### src/two_level_page_walker_defines.svh
// assertion helpers for the page walker
`ifndef TWO_LEVEL_PAGE_WALKER_DEFINES_SVH
`define TWO_LEVEL_PAGE_WALKER_DEFINES_SVH

// same-cycle implication
`define TLPW_ASSERT_NOW(label, clk, rst, ante, cons) \
   label: assert property (@(posedge clk) disable iff (rst) (ante) |-> (cons)) \
      else $error("page walker check failed");

// next-cycle implication
`define TLPW_ASSERT_NEXT(label, clk, rst, ante, cons) \
   label: assert property (@(posedge clk) disable iff (rst) (ante) |=> (cons)) \
      else $error("page walker check failed");

`endif

### src/tlpw_pkg.sv
`timescale 1ns / 1ps
`default_nettype none

package tlpw_pkg;

   localparam logic [31:0] BASE_RESET = 32'h0003_9000;
   localparam logic [12:0] PAGE_BYTES = 13'h1000;
   localparam int PRESENT_BIT = 0;
   localparam int LARGE_BIT = 7;

   typedef enum logic [1:0] {
      KIND_READ    = 2'd0,
      KIND_DONE    = 2'd1,
      KIND_FAULT   = 2'd2,
      KIND_IGNORED = 2'd3
   } kind_type;

   typedef enum logic [1:0] {
      PHASE_IDLE  = 2'd0,
      PHASE_DIR   = 2'd1,
      PHASE_TABLE = 2'd2
   } phase_type;

   typedef struct packed {
      logic        command;
      logic [31:0] virt_addr;
      logic [31:0] length;
      logic [31:0] read_data;
   } req_type;

   typedef struct packed {
      kind_type    kind;
      logic [31:0] mem_addr;
      logic [31:0] phys_addr;
      logic [12:0] clipped_length;
   } rsp_type;

endpackage

`default_nettype wire

### src/two_level_page_walker.sv
// throughput: one item per cycle while the skid register is empty, set
// by the single pass of entry decode and page-end clipping between the
// request port and the result register
// a two-entry result buffer keeps the request side open while a result waits
// reset: synchronous active high, walker idle, directory base 0x39000
`timescale 1ns / 1ps
`default_nettype none

module two_level_page_walker (
   input  wire logic              clock,
   input  wire logic              reset,
   input  wire logic              req_valid,
   output logic                   req_ready,
   input  wire tlpw_pkg::req_type req_data,
   output logic                   rsp_valid,
   input  wire logic              rsp_ready,
   output tlpw_pkg::rsp_type      rsp_data,
   input  wire logic              csr_write_enable,
   input  wire logic [31:0]       csr_write_data
);

   logic              req_accept;
   tlpw_pkg::rsp_type result;

   assign req_accept = req_valid && req_ready;

   tlpw_walk_core u_core (
      .clock            (clock),
      .reset            (reset),
      .csr_write_enable (csr_write_enable),
      .csr_write_data   (csr_write_data),
      .req_accept       (req_accept),
      .req_data         (req_data),
      .result           (result)
   );

   tlpw_rsp_buffer u_rsp_buffer (
      .clock     (clock),
      .reset     (reset),
      .in_valid  (req_valid),
      .in_ready  (req_ready),
      .in_data   (result),
      .out_valid (rsp_valid),
      .out_ready (rsp_ready),
      .out_data  (rsp_data)
   );

endmodule

`default_nettype wire

### src/tlpw_walk_core.sv
`timescale 1ns / 1ps
`default_nettype none

`include "two_level_page_walker_defines.svh"

module tlpw_walk_core (
   input  wire logic             clock,
   input  wire logic             reset,
   input  wire logic             csr_write_enable,
   input  wire logic [31:0]      csr_write_data,
   input  wire logic             req_accept,
   input  wire tlpw_pkg::req_type req_data,
   output tlpw_pkg::rsp_type     result
);

   tlpw_pkg::phase_type phase_ff, phase_in;
   logic [31:0] base_ff;
   logic [31:0] held_vaddr_ff, held_vaddr_in;
   logic [31:0] held_length_ff, held_length_in;

   logic        busy;
   logic [31:0] paddr;
   logic [11:0] offset;
   logic [12:0] room;
   logic        clip;

   always_ff @(posedge clock) begin
      if (reset) begin
         phase_ff       <= tlpw_pkg::PHASE_IDLE;
         base_ff        <= tlpw_pkg::BASE_RESET;
         held_vaddr_ff  <= '0;
         held_length_ff <= '0;
      end else begin
         phase_ff       <= phase_in;
         held_vaddr_ff  <= held_vaddr_in;
         held_length_ff <= held_length_in;
         if (csr_write_enable) begin
            base_ff <= csr_write_data;
         end
      end
   end

   // physical address of a finished walk, large or small page
   always_comb begin
      if (phase_ff == tlpw_pkg::PHASE_DIR) begin
         paddr = {req_data.read_data[31:22], held_vaddr_ff[21:0]};
      end else begin
         paddr = {req_data.read_data[31:12], held_vaddr_ff[11:0]};
      end
      offset = paddr[11:0];
      room   = tlpw_pkg::PAGE_BYTES - {1'b0, offset};
      clip   = held_length_ff > {19'd0, room};
   end

   always_comb begin
      busy           = (phase_ff == tlpw_pkg::PHASE_DIR) || (phase_ff == tlpw_pkg::PHASE_TABLE);
      phase_in       = phase_ff;
      held_vaddr_in  = held_vaddr_ff;
      held_length_in = held_length_ff;
      result         = '{kind: tlpw_pkg::KIND_IGNORED, mem_addr: '0, phys_addr: '0,
                         clipped_length: '0};
      if (req_accept) begin
         if (!req_data.command) begin
            if (!busy) begin
               phase_in = tlpw_pkg::PHASE_IDLE;
               if (base_ff[11:0] != 12'd0) begin
                  result.kind = tlpw_pkg::KIND_FAULT;
               end else begin
                  held_vaddr_in   = req_data.virt_addr;
                  held_length_in  = req_data.length;
                  phase_in        = tlpw_pkg::PHASE_DIR;
                  result.kind     = tlpw_pkg::KIND_READ;
                  result.mem_addr = {base_ff[31:12], req_data.virt_addr[31:22], 2'b00};
               end
            end
         end else if (busy) begin
            if (!req_data.read_data[tlpw_pkg::PRESENT_BIT]) begin
               phase_in    = tlpw_pkg::PHASE_IDLE;
               result.kind = tlpw_pkg::KIND_FAULT;
            end else if ((phase_ff == tlpw_pkg::PHASE_DIR)
                         && !req_data.read_data[tlpw_pkg::LARGE_BIT]) begin
               phase_in        = tlpw_pkg::PHASE_TABLE;
               result.kind     = tlpw_pkg::KIND_READ;
               result.mem_addr = {req_data.read_data[31:12], held_vaddr_ff[21:12], 2'b00};
            end else begin
               phase_in              = tlpw_pkg::PHASE_IDLE;
               result.kind           = tlpw_pkg::KIND_DONE;
               result.phys_addr      = paddr;
               result.clipped_length = clip ? room : held_length_ff[12:0];
            end
         end
      end
   end

   `TLPW_ASSERT_NEXT(a_read_starts_walk, clock, reset,
      req_accept && (result.kind == tlpw_pkg::KIND_READ),
      phase_ff != tlpw_pkg::PHASE_IDLE)
   `TLPW_ASSERT_NEXT(a_end_goes_idle, clock, reset,
      req_accept && ((result.kind == tlpw_pkg::KIND_DONE) || (result.kind == tlpw_pkg::KIND_FAULT)),
      phase_ff == tlpw_pkg::PHASE_IDLE)
   `TLPW_ASSERT_NOW(a_done_within_page, clock, reset,
      req_accept && (result.kind == tlpw_pkg::KIND_DONE),
      ({1'b0, result.phys_addr[11:0]} + result.clipped_length) <= tlpw_pkg::PAGE_BYTES)

endmodule

`default_nettype wire

### src/tlpw_rsp_buffer.sv
`timescale 1ns / 1ps
`default_nettype none

module tlpw_rsp_buffer (
   input  wire logic              clock,
   input  wire logic              reset,
   input  wire logic              in_valid,
   output logic                   in_ready,
   input  wire tlpw_pkg::rsp_type in_data,
   output logic                   out_valid,
   input  wire logic              out_ready,
   output tlpw_pkg::rsp_type      out_data
);

   logic              out_valid_ff, out_valid_in;
   tlpw_pkg::rsp_type out_data_ff, out_data_in;
   logic              skid_valid_ff, skid_valid_in;
   tlpw_pkg::rsp_type skid_data_ff, skid_data_in;
   logic              push;
   logic              pop;

   assign in_ready  = !skid_valid_ff;
   assign out_valid = out_valid_ff;
   assign out_data  = out_data_ff;

   always_ff @(posedge clock) begin
      if (reset) begin
         out_valid_ff  <= 1'b0;
         skid_valid_ff <= 1'b0;
      end else begin
         out_valid_ff  <= out_valid_in;
         skid_valid_ff <= skid_valid_in;
      end
      out_data_ff  <= out_data_in;
      skid_data_ff <= skid_data_in;
   end

   always_comb begin
      push          = in_valid && in_ready;
      pop           = out_valid_ff && out_ready;
      out_valid_in  = out_valid_ff;
      out_data_in   = out_data_ff;
      skid_valid_in = skid_valid_ff;
      skid_data_in  = skid_data_ff;
      if (pop || !out_valid_ff) begin
         if (skid_valid_ff) begin
            out_valid_in  = 1'b1;
            out_data_in   = skid_data_ff;
            skid_valid_in = 1'b0;
         end else begin
            out_valid_in = push;
            out_data_in  = in_data;
         end
      end else if (push) begin
         // result still waiting, park the new item
         skid_valid_in = 1'b1;
         skid_data_in  = in_data;
      end
   end

endmodule

`default_nettype wire

### config.mk
export PLATFORM = sky130hd
export DESIGN_NAME = two_level_page_walker
export DESIGN_NICKNAME = d
export VERILOG_FILES = /design/src/tlpw_pkg.sv /design/src/two_level_page_walker.sv /design/src/tlpw_walk_core.sv /design/src/tlpw_rsp_buffer.sv
export VERILOG_INCLUDE_DIRS = /design/src /design/src/src
export SDC_FILE = /design/constraint.sdc
export NUM_CORES = 1
export LEC_CHECK = 0
export BUFFER_PORTS_ARGS = -buffer_cell sky130_fd_sc_hd__buf_2
export CORE_MARGIN = 3
export CORE_UTILIZATION = 47
export DETAILED_ROUTE_END_ITERATION = 7
export GPL_ROUTABILITY_DRIVEN = 0
export GPL_TIMING_DRIVEN = 0
export PLACE_DENSITY = 0.84
export SYNTH_ARGS = -nofsm -noshare
export SYNTH_HDL_FRONTEND = slang
export SYNTH_SLANG_ARGS = --single-unit
### constraint.sdc
create_clock -name clock -period 6.29 [get_ports clock]
set_input_delay 0.3145 -clock clock [delete_from_list [all_inputs] [get_ports clock]]
set_output_delay 0.3145 -clock clock [all_outputs]
set_load 0.01 [all_outputs]
==> results of run 1 <==
-- worst paths after layout --
check / slack [ps] / startpoint / cells past startpoint / to
max reg2reg: 2480 / u_core.held_vaddr_ff[2]$_SDFFE_PP0P_ / 12 / u_rsp_buffer.out_data[11]$_DFFE_PP_
max: 2480 / u_core.held_vaddr_ff[2]$_SDFFE_PP0P_ / 12 / u_rsp_buffer.out_data[11]$_DFFE_PP_
min reg2reg: 460 / u_core.phase_ff[1]$_SDFFE_PP0P_ / 2 / u_core.phase_ff[1]$_SDFFE_PP0P_
min: 20 / csr_write_data[17] / 2 / u_core.base_ff[17]$_SDFFE_PP1P_
-- state kept, by name (all words and copies together) (netlist names) --
register,flops
u_rsp_buffer.skid_valid_ff,1
u_rsp_buffer.skid_data_ff,77
u_core.held_length_ff,32
u_rsp_buffer.out_data,77
u_core.held_vaddr_ff,22
u_rsp_buffer.out_valid,1
u_core.base_ff,32
u_core.phase_ff,2
-- layout make-up --
class                           instances  area, sq um  share of cell area (%)
Antenna cell                            2         5.00                  0.0405
Timing Repair Buffer                  204         1110                    8.96
Sequential cell                       244         6430                    51.9
Clock inverter                          5         53.8                   0.435
Clock buffer                           40          776                    6.27
Tap cell                              270          338                    2.73
Inverter                               15         56.3                   0.455
Buffer                                 57          250                    2.02
Multi-Input combinational cell        583         3360                    27.1
-- synth_stat cells, types with 3 or more instances --
cell,n
dfxtp_1,90
a211o_1,5
and2_1,22
o21ai_1,6
a21oi_1,121
o211ai_1,6
nor4_1,6
xnor2_1,3
xor2_1,6
o21ai_0,10
buf_2,5
a21o_1,63
mux2_2,8
nor3_1,4
nand2_1,142
nor2b_1,9
clkbuf_1,42
nand2b_1,3
and3_1,3
edfxtp_1,154
ha_1,15
buf_4,8
nor2_1,89
nand4_1,5
mux2i_1,40
inv_1,15
-- what timing repair did --
action / CTS / global route
buffers inserted: 0 / 0
endpoints found under the hold margin: 1 / 0
hold buffers: 1 / 0
resized for setup: 0 / 0
-- power by group through the flow --
stage / clock (mW) / combinational [mW] / sequential [mW]
6_report: 1.47 / 0.337 / 1.79
5_1_grt: 1.57 / 0.369 / 1.79
4_1_cts: 1.50 / 0.337 / 1.79
3_5_place_dp: 0 / 0.334 / 1.82
3_3_place_gp: 0 / 0.319 / 1.82
2_1_floorplan: 0 / 0.177 / 1.83
-- logic make-up (layout without fill, tap and decap cells) --
| family | Yosys count | after routing | share of synthesized area, % |
|---|---|---|---|
| adders and majority gates | 15 | 15 | 1.86 |
| xor gates and xnor gates | 9 | 9 | 0.783 |
| AOI/OAI and AO/OA | 216 | 216 | 12.8 |
| other | 1 | 4 | 0.0372 |
| muxes | 48 | 48 | 4.87 |
| and+or+nand+nor | 293 | 293 | 12.8 |
| buffers and inverters | 72 | 321 | 3.04 |
| DFF | 244 | 244 | 63.8 |
-- layer usage --
| layer | part of all wire [%] | vias to the layer above |
|---|---|---|
| li1 | - | 3646 |
| met2 | 47 | 319 |
| met1 | 42 | 3619 |
| met3 | 8.3 | 57 |
| met5 | 0.10 | - |
| met4 | 3.0 | 4 |
-- stage by stage --
step	power (mW)	hold slack, ps	utilization (%)	setup WS [ps]
floorplan	2.01	432	-	159
global placement	2.14	440	55.3	-3560
detailed placement	2.15	448	55.9	2550
CTS	3.62	0.0498	60.0	2520
global route	3.73	15.9	60.0	2210
finish	3.59	20.0	60.0	2480
==> reports/qor.yml, run 1 <==
clock_power_share_pct: 40.9
placed_cells_incl_taps: 1372
yosys.area.top_type_share_pct: 45.9
timing_worst_setup_path_type: "reg2reg"
globalRouteMet3Util_pct: 4.32
outcome: "complete, no violations"
data_arrival_at_the_endpoint_of_the_critical_path_ps: 4160
post_synth_instance_area_sq_um: 10100
seq_power_share_pct: 49.7
die-area_sq_um: 23200
post-route-drc-count: 0
cellInternalPower_mw: 2.78
synth-seq-area-share_pct: 63.8
timing.critical_path.from_type: "flop"
grt_start_max_net_pins: 59
total_cts_buffers: 25
wl_per_cell_microns: 18.2
total_switching_power_uw: 811
detailed_place.area_sq_um: 11500
slowest_delay_ps: 420
mostFrequentLayoutCell: "buf_2"
gr-total-overflow: 0
num_vias: 7645
post_layout_nonfiller_instances: 1420
grt.total_usage_pct: 21.5
synth.area.top_cells: "edfxtp_1, dfxtp_1, a21oi_1"
syn_to_final_growth_pct: 22.8
hpwlAfterDp_mm: 19.1
p_comb_share_pct: 9.4
rsz_0062_raised_after_global_routing: "false"
gr-usage-met2_pct: 34.8
drt_first_pass_iters: 5
endpoint_kind: "flop"
number_of_buffers_and_inverters_on_the_critical_path: 1
timing.max_cap.violations: 0
clock-skew-final_ps: 10.3
cts.sink_count: 244
layout-drive-gt1-share_pct: 23.3
power_density_nw_per_um2: 290
clock-root-buffer: "clkbuf_16"
finalSetupViolCount: 0
period_share_pct: 60.6
post_drt_via_cell_ratio: 5.38
dieHeight_microns: 152
upper_clock_frequency_limit_mhz: 262
timing_max_transition_violations_final: 0
postSynth.topFlopCell: "edfxtp_1"
met1_usage_pct: 29.3
ys_types: 41
worst-slew-pin-transition_ps: 870
std_cell_rows: 52
headroom_to_the_max_slew_limit_pct: 42.0
placeableCoreArea_sq_um: 20600
sw_ratio_pct: 22.6
top_level_ports: 215
postSynthAreaPerCell_sq_um: 11.2
path_max_fanout: 10
grt_first_pass_wirelength_mm: 40.3
initial_drt_markers: 539
cts.clk_slew.worst_paths_ps: 60
cts-root-to-sink-buffers: 3
cpMaxStageDelayCell: "nor4_1"
synthesis.yosys.warnings: 0
power.leakage_nw: 5.45
totalWireLength_mm: 25.8
tritoncts_clock_tree: "done"
antenna_found_initial: 4
timing.critical_path.required_ps: 6640
dominant_delay_contributor_by_cell_family_on_the_critical_path: "compound AO/OA/AOI/OAI gates"
synth_area_leader_cell: "edfxtp_1"
period_minus_slack_ps: 3810
final.setup.tns_ps: 0
synth_async_sr_flop_share_pct: 0
portBuffers: 199
number_of_global_route_vias_before_repair: 7529
finalHoldViolations: 0
global_route.peak_usage_layer: "met2"
drtAntennaViolNets: 0
die_w_microns: 152
path_cells: "nor4_1 -> nand3b_1 -> o41ai_1 -> o21ai_0 -> ha_1 -> and3_1 -> nand4_1 -> a211o_1 -> a31oi_1 -> buf_4 -> mux2_2 -> o21ai_1"
ys_seq_elements: 244
final_cell_area_sq_um: 12400
initial_core_util_pct: 48.8
synth_enable_flop_cells: 154
clock_insertion_delay_worst_skew_ps: 500
fillerInstances: 1668
layout_common_cells: "buf_2, edfxtp_1, nand2_1, a21oi_1, dfxtp_1"
synthCells: 898
h_tree_depth_reported_by_cts: 1
class_of_the_most_critical_hold_timing_path: "in2reg"
vdd_ir_drop_max_mv: 0.199
layout.nets: 1279
(Power assumes the default switching activity.)
==> inputs of run 2 (changes only) <==
ABC_AREA = 1   (was unset)
clock period = 3.4 ns   (was 6.29 ns; I/O delays follow)
==> run 2 against run 1 <==
Clock skew rose by 1.6 ps. Total power rose by 91%. Non-clock buffer count rose by 104. Register-to-register slack got worse by 2400 ps. Largest cell class unchanged. Highest routed layer unchanged.
==> reports/qor.yml, run 2 <==
ys_seq_elements: 244  # unchanged
synth.area.top_cells: "edfxtp_1, dfxtp_1, nand2_1"  # was edfxtp_1, dfxtp_1, a21oi_1
mostFrequentLayoutCell: "nand2_1"  # was buf_2
clock_insertion_delay_worst_skew_ps: 520  # was 500 ps
num_vias: 9563  # was 7645
post-route-drc-count: 0  # unchanged
postSynth.topFlopCell: "edfxtp_1"  # unchanged
upper_clock_frequency_limit_mhz: 303  # was 262 MHz
std_cell_rows: 54  # was 52
number_of_global_route_vias_before_repair: 9421  # was 7529
yosys.area.top_type_share_pct: 43.8  # was 45.9%
timing_max_transition_violations_final: 0  # unchanged
placeableCoreArea_sq_um: 22000  # was 20600 sq um
layout_common_cells: "nand2_1, buf_2, edfxtp_1, nor2_1, inv_1"  # was buf_2, edfxtp_1, nand2_1, a21oi_1, dfxtp_1
vdd_ir_drop_max_mv: 0.326  # was 0.199 mV
drtAntennaViolNets: 0  # unchanged
timing.max_cap.violations: 0  # unchanged
cts.sink_count: 244  # unchanged
power.leakage_nw: 6.04  # was 5.45 nW
finalSetupViolCount: 0  # unchanged
top_level_ports: 215  # unchanged
timing.reg2reg.setup_slack_ps: 100  # was 2480 ps
synth_async_sr_flop_share_pct: 0  # unchanged
h_tree_depth_reported_by_cts: 1  # unchanged
cts-root-to-sink-buffers: 3  # unchanged
timing_worst_setup_path_type: "reg2reg"  # unchanged
synth_area_leader_cell: "edfxtp_1"  # unchanged
dieHeight_microns: 156  # was 152 microns
tritoncts_clock_tree: "done"  # unchanged
worst_setup_path_endpoint: "u_rsp_buffer.out_data[4]$_DFFE_PP_"  # was u_rsp_buffer.out_data[11]$_DFFE_PP_
total_cts_buffers: 26  # was 25
portBuffers: 201  # was 199
ys_types: 38  # was 41
timing.critical_path.from_type: "flop"  # unchanged
placement.setup.worst_slack_ps: 262  # was 2550 ps
synthCells: 1122  # was 898
endpoint_kind: "flop"  # unchanged
grt_start_max_net_pins: 38  # was 59
wl_per_cell_microns: 17.8  # was 18.2 microns
clock-skew-final_ps: 12.0  # was 10.3 ps
period_share_pct: 96.9  # was 60.6%
post-synth-top-count-cell: "nand2_1"  # was edfxtp_1
headroom_to_the_max_slew_limit_pct: 60.1  # was 42.0%
rr_startpoint: "u_core.held_vaddr_ff[0]$_SDFFE_PP0P_"  # was u_core.held_vaddr_ff[2]$_SDFFE_PP0P_
layout.nets: 1603  # was 1279
worst-slew-pin-transition_ps: 598  # was 870 ps
gr-total-overflow: 0  # unchanged
grt_first_pass_wirelength_mm: 48.2  # was 40.3 mm
synth_common_cells: "nand2_1, edfxtp_1, nor2_1"  # was edfxtp_1, nand2_1, a21oi_1
synthesis.yosys.warnings: 0  # unchanged
post_synth_instance_area_sq_um: 10600  # was 10100 sq um
totalWireLength_mm: 31.3  # was 25.8 mm
path_max_fanout: 10  # unchanged
finalHoldViolations: 0  # unchanged
clock-root-buffer: "clkbuf_16"  # unchanged
hpwlAfterDp_mm: 21.2  # was 19.1 mm
outcome: "complete, no violations"  # unchanged
initial_drt_markers: 833  # was 539
power_density_nw_per_um2: 497  # was 290 nW/um^2
hold_path.startpoint: "csr_write_enable"  # was csr_write_data[17]
reg2regPathDepth: 20  # was 12
rr_endpoint: "u_rsp_buffer.out_data[4]$_DFFE_PP_"  # was u_rsp_buffer.out_data[11]$_DFFE_PP_
cts.clk_slew.worst_paths_ps: 60  # about the same
fin_hold_ws_ps: 11.2  # was 20.0 ps
grt.total_usage_pct: 24.9  # was 21.5%
die-area_sq_um: 24300  # was 23200 sq um
synth_enable_flop_cells: 154  # unchanged
period_minus_slack_ps: 3300  # was 3810 ps
data_arrival_at_the_endpoint_of_the_critical_path_ps: 3560  # was 4160 ps
post_drt_via_cell_ratio: 5.44  # was 5.38
postSynthAreaPerCell_sq_um: 9.41  # was 11.2 sq um
antenna_found_initial: 6  # was 4
timing.critical_path.required_ps: 3670  # was 6640 ps
drt_first_pass_iters: 7  # was 5
layout-drive-gt1-share_pct: 20.8  # was 23.3%
initial_core_util_pct: 48.1  # was 48.8%
worstSetupStartpoint: "u_core.held_vaddr_ff[0]$_SDFFE_PP0P_"  # was u_core.held_vaddr_ff[2]$_SDFFE_PP0P_
synth-seq-area-share_pct: 60.9  # was 63.8%
class_of_the_most_critical_hold_timing_path: "in2reg"  # unchanged
syn_to_final_growth_pct: 31.0  # was 22.8%
die_w_microns: 156  # was 152 microns
setup_slack_ps: 105  # was 2480 ps
==> run 2: worst min path at each step <==
stage | endpoint | cells past startpoint | slack [ps]
global route | u_core.held_length_ff[21]$_SDFFE_PP0P_ | 2 | 60
detailed placement | u_core.base_ff[7]$_SDFFE_PP0P_ | 3 | 400
CTS | u_core.base_ff[1]$_SDFFE_PP0P_ | 3 | 6
finish | u_core.base_ff[1]$_SDFFE_PP0P_ | 3 | 10
global placement | u_core.base_ff[7]$_SDFFE_PP0P_ | 3 | 390
floorplan | u_core.base_ff[12]$_SDFFE_PP1P_ | 2 | 300
==> run 2: worst max-delay path, stage by stage (launching register included) <==
cell and delay, ps:
dfxtp_1 320, inv_2 120, ha_1 180, nand2_1 80, nor2_2 180, nand4_1 220, nor2_1 210, nand2_1 100
nand2_1 180, ha_1 270, nand2_1 70, inv_1 50, nand2_1 60, nand2_1 50, a21oi_1 170, nand3_2 170
nand2_2 140, buf_6 170, nand2_1 100, nand3_1 130, nand2_1 80
==> run 2: area by class of cell <==
class,count,area [sq um]
Fill cell,1684,8130
Sequential cell,244,6430
Multi-Input combinational cell,708,3370
Timing Repair Buffer,303,2060
Clock buffer,29,683
Inverter,109,413
Buffer,62,370
Tap cell,280,350
Clock inverter,19,138
Antenna cell,5,12.5
==> run 2: cells by family (layout without fill, tap and decap cells) <==
family	after synthesis	in the layout	synth area share (%)
buf+inv	171	522	7.36
other cells	1	7	0.0355
xor+xnor	6	6	0.498
fa+ha+maj	15	15	1.78
compound gates	222	222	10.7
mux	10	10	0.948
flops	244	244	60.9
simple gates	453	453	17.8
==> run 2: timing repair <==
| item | in CTS | in global routing |
|---|---|---|
| endpoints found under the setup margin | 0 | 20 |
| hold buffers | 97 | 0 |
| buffers inserted | 0 | 1 |
| endpoints found under the hold margin | 97 | 0 |
| gates resized for setup | 0 | 3 |
==> run 2: where the power goes <==
group	total, mW	leakage (nW)	switching [mW]	internal, mW
Combinational	0.809	3.35	0.488	0.321
Clock	2.75	0.404	1.16	1.59
Sequential	3.32	2.28	0.0455	3.27
Total	6.88	6.04	1.69	5.18
==> run 2: stage by stage <==
stage | util, % | cells | total power, mW | TNS [ps] | instance area (sq um)
floorplan | - | 1123 | 3.77 | -3320 | 10600
global placement | 54.3 | 1604 | 4.03 | -89940 | 11900
detailed placement | 54.7 | 1608 | 4.06 | 0 | 12000
CTS | 62.9 | 1753 | 6.86 | 0 | 13800
global route | 63.0 | 1759 | 7.09 | -602 | 13800
finish | 63.0 | 1759 | 6.88 | 0 | 13800
==> run 2: routing by layer <==
| metal | global-route usage (%) | up-vias | share of wire [%] | wire [microns] |
|---|---|---|---|---|
| li1 | - | 4403 | - | - |
| met1 | 31.6 | 4383 | 38 | 12000 |
| met2 | 40.0 | 597 | 46 | 14300 |
| met3 | 3.83 | 178 | 8.2 | 2560 |
| met4 | 15.4 | 2 | 7.6 | 2370 |
| met5 | 0 | - | 0.022 | 7 |
==> inputs of run 3 (changes only) <==
CELL_PAD_IN_SITES_DETAIL_PLACEMENT = 0   (was unset)
CELL_PAD_IN_SITES_GLOBAL_PLACEMENT = 1   (was unset)
CORE_UTILIZATION = 38   (was 47)
PLACE_DENSITY = 0.88   (was 0.84)
==> run 3 against run 2 <==
Clock-buffer cell count increased by 10. Maximum frequency rose by 7.0%. Die area is 23% higher. Register-to-register slack improved by 220 ps. Clock skew grew 0.62 ps. Routed wire length down 4.2%. Hold slack got worse by 8.1 ps. Core utilization fell by 11 points. Sequential share of layout area decreased by 0.83 points. Critical path type unchanged.
==> reports/qor.yml, run 3 (synthesized netlist as in run 2, its figures left out) <==
outcome: "complete, no violations"  # unchanged
power.leakage_nw: 6.11  # was 6.04 nW
grt_first_pass_wirelength_mm: 46.9  # was 48.2 mm
vdd_ir_drop_max_mv: 0.373  # was 0.326 mV
gr-total-overflow: 0  # unchanged
dieHeight_microns: 173  # was 156 microns
upper_clock_frequency_limit_mhz: 325  # was 303 MHz
detailed_place.area_sq_um: 12200  # was 12000 sq um
clock-root-buffer: "clkbuf_16"  # unchanged
finalSetupViolCount: 0  # unchanged
worstSetupStartpoint: "u_core.held_vaddr_ff[0]$_SDFFE_PP0P_"  # unchanged
layout.nets: 1606  # was 1603
holdPathStages: 2  # was 3
rsz_0062_raised_after_global_routing: "false"
worst-slew-pin-transition_ps: 708  # was 598 ps
layout_common_cells: "nand2_1, buf_2, edfxtp_1, nor2_1, inv_1"  # unchanged
cts-root-to-sink-buffers: 3  # unchanged
h_tree_depth_reported_by_cts: 1  # unchanged
rr_startpoint: "u_core.held_vaddr_ff[0]$_SDFFE_PP0P_"  # unchanged
hpwlAfterDp_mm: 21.5  # was 21.2 mm
endpoint_kind: "flop"  # unchanged
post-route-util_pct: 52.0  # was 63.0%
clock_insertion_delay_worst_skew_ps: 540  # was 520 ps
tritoncts_clock_tree: "done"  # unchanged
rr_endpoint: "u_rsp_buffer.out_data[12]$_DFFE_PP_"  # was u_rsp_buffer.out_data[4]$_DFFE_PP_
hold_path.startpoint: "reset"  # was csr_write_enable
reg2regPathDepth: 19  # was 20
timing_max_transition_violations_final: 0  # unchanged
top_level_ports: 215  # unchanged
portBuffers: 201  # unchanged
placeableCoreArea_sq_um: 27100  # was 22000 sq um
period_minus_slack_ps: 3080  # was 3300 ps
totalWireLength_mm: 30.0  # was 31.3 mm
clock-skew-final_ps: 12.6  # was 12.0 ps
post_cts.repair.setup_buffers: 0  # unchanged
data_arrival_at_the_endpoint_of_the_critical_path_ps: 3370  # was 3560 ps
cts_resized: 0  # unchanged
antenna_found_initial: 2  # was 6
syn_to_final_growth_pct: 33.4  # was 31.0%
total_cts_buffers: 27  # was 26
number_of_global_route_vias_before_repair: 8663  # was 9421
timing.max_cap.violations: 0  # unchanged
layout-drive-gt1-share_pct: 21.0  # was 20.8%
post_drt_via_cell_ratio: 4.80  # was 5.44
die-area_sq_um: 29800  # was 24300 sq um
headroom_to_the_max_slew_limit_pct: 52.8  # was 60.1%
period_share_pct: 90.6  # was 96.9%
cts.clk_slew.worst_paths_ps: 60  # about the same
finalHoldViolations: 0  # unchanged
path_max_fanout: 10  # unchanged
holdPathEnd: "u_core.held_length_ff[20]$_SDFFE_PP0P_"  # was u_core.base_ff[1]$_SDFFE_PP0P_
timing_worst_setup_path_type: "reg2reg"  # unchanged
std_cell_rows: 60  # was 54
p_total_mw: 7.10  # was 6.88 mW
power_density_nw_per_um2: 504  # was 497 nW/um^2
die_w_microns: 173  # was 156 microns
timing.critical_path.from_type: "flop"  # unchanged
grt.total_usage_pct: 19.7  # was 24.9%
mostFrequentLayoutCell: "nand2_1"  # unchanged
class_of_the_most_critical_hold_timing_path: "in2reg"  # unchanged
num_vias: 8889  # was 9563
post-route-drc-count: 0  # unchanged
drt_first_pass_iters: 6  # was 7
grt_start_max_net_pins: 40  # was 38
timing.critical_path.required_ps: 3690  # was 3670 ps
final_cell_area_sq_um: 14100  # was 13800 sq um
cts.sink_count: 244  # unchanged
initial_core_util_pct: 38.9  # was 48.1%
timing.reg2reg.setup_slack_ps: 320  # was 100 ps
drtAntennaViolNets: 0  # unchanged
wl_per_cell_microns: 16.2  # was 17.8 microns
initial_drt_markers: 613  # was 833
[run 3: how the worst max path moves through the flow]
stage | to | slack (ps) | cells past startpoint
final | u_rsp_buffer.out_data[12]$_DFFE_PP_ | 320 | 19
after global routing | u_rsp_buffer.out_data[12]$_DFFE_PP_ | 1 | 20
after CTS | u_rsp_buffer.out_data[12]$_DFFE_PP_ | 310 | 19
after detailed placement | u_rsp_buffer.out_data[12]$_DFFE_PP_ | 350 | 19
after global placement | u_rsp_buffer.skid_data_ff[7]$_DFFE_PP_ | -1440 | 4
after floorplan | u_rsp_buffer.skid_data_ff[0]$_DFFE_PP_ | -40 | 4
[run 3: through the flow]
step / setup WS (ps) / cells / TNS (ps) / hold slack, ps
after floorplan: -43.1 / 1123 / -3320 / 296
after global placement: -1440 / 1696 / -109630 / 393
after detailed placement: 348 / 1701 / 0 / 398
after CTS: 312 / 1850 / 0 / 1.93
after global routing: 1.11 / 1851 / 0 / 20.9
final: 321 / 1851 / 0 / 3.05
[run 3: worst max-delay path, stage by stage (launching register included)]
cell and delay, ps:
dfxtp_1 310, inv_1 170, ha_1 190, nand2_1 90, nor2_2 150, nand4_1 210, o21ai_0 210, nand2_1 140
ha_1 290, nand2_1 60, inv_1 40, nand2_1 60, nand2_1 50, a21oi_1 180, nand3_2 160, nand2_2 140
buf_6 150, nand2_1 50, nand3_1 130, nand2_1 60
[run 3: area by class of cell]
cell class                 count  area [sq um]
sequential                   244          6430
timing repair buffer         305          2100
multi-input combinational    708          3370
fill                        2464         13000
inverter                     109           413
tap                          372           465
antenna                        1          2.50
buffer                        62           368
clock inverter                11           140
clock buffer                  39           791
[run 3: layer usage]
layer,GRT usage [%],vias to the layer above,part of all wire (%)
met2,33.3,281,48
met4,7.47,2,3.9
li1,-,4400,-
met1,25.1,4133,42
met3,3.84,73,6.2
met5,0,-,0.027
[run 3: timing repair]
action | in CTS | in global routing
hold buffers | 99 | 0
endpoints found under the setup margin | 0 | 0
endpoints found under the hold margin | 98 | 0
[run 3: power breakdown]
| group | total (mW) | internal (mW) | switching, mW |
|---|---|---|---|
| logic | 0.770 | 0.320 | 0.450 |
| registers | 3.32 | 3.28 | 0.0476 |
| clock network | 3.01 | 1.84 | 1.17 |
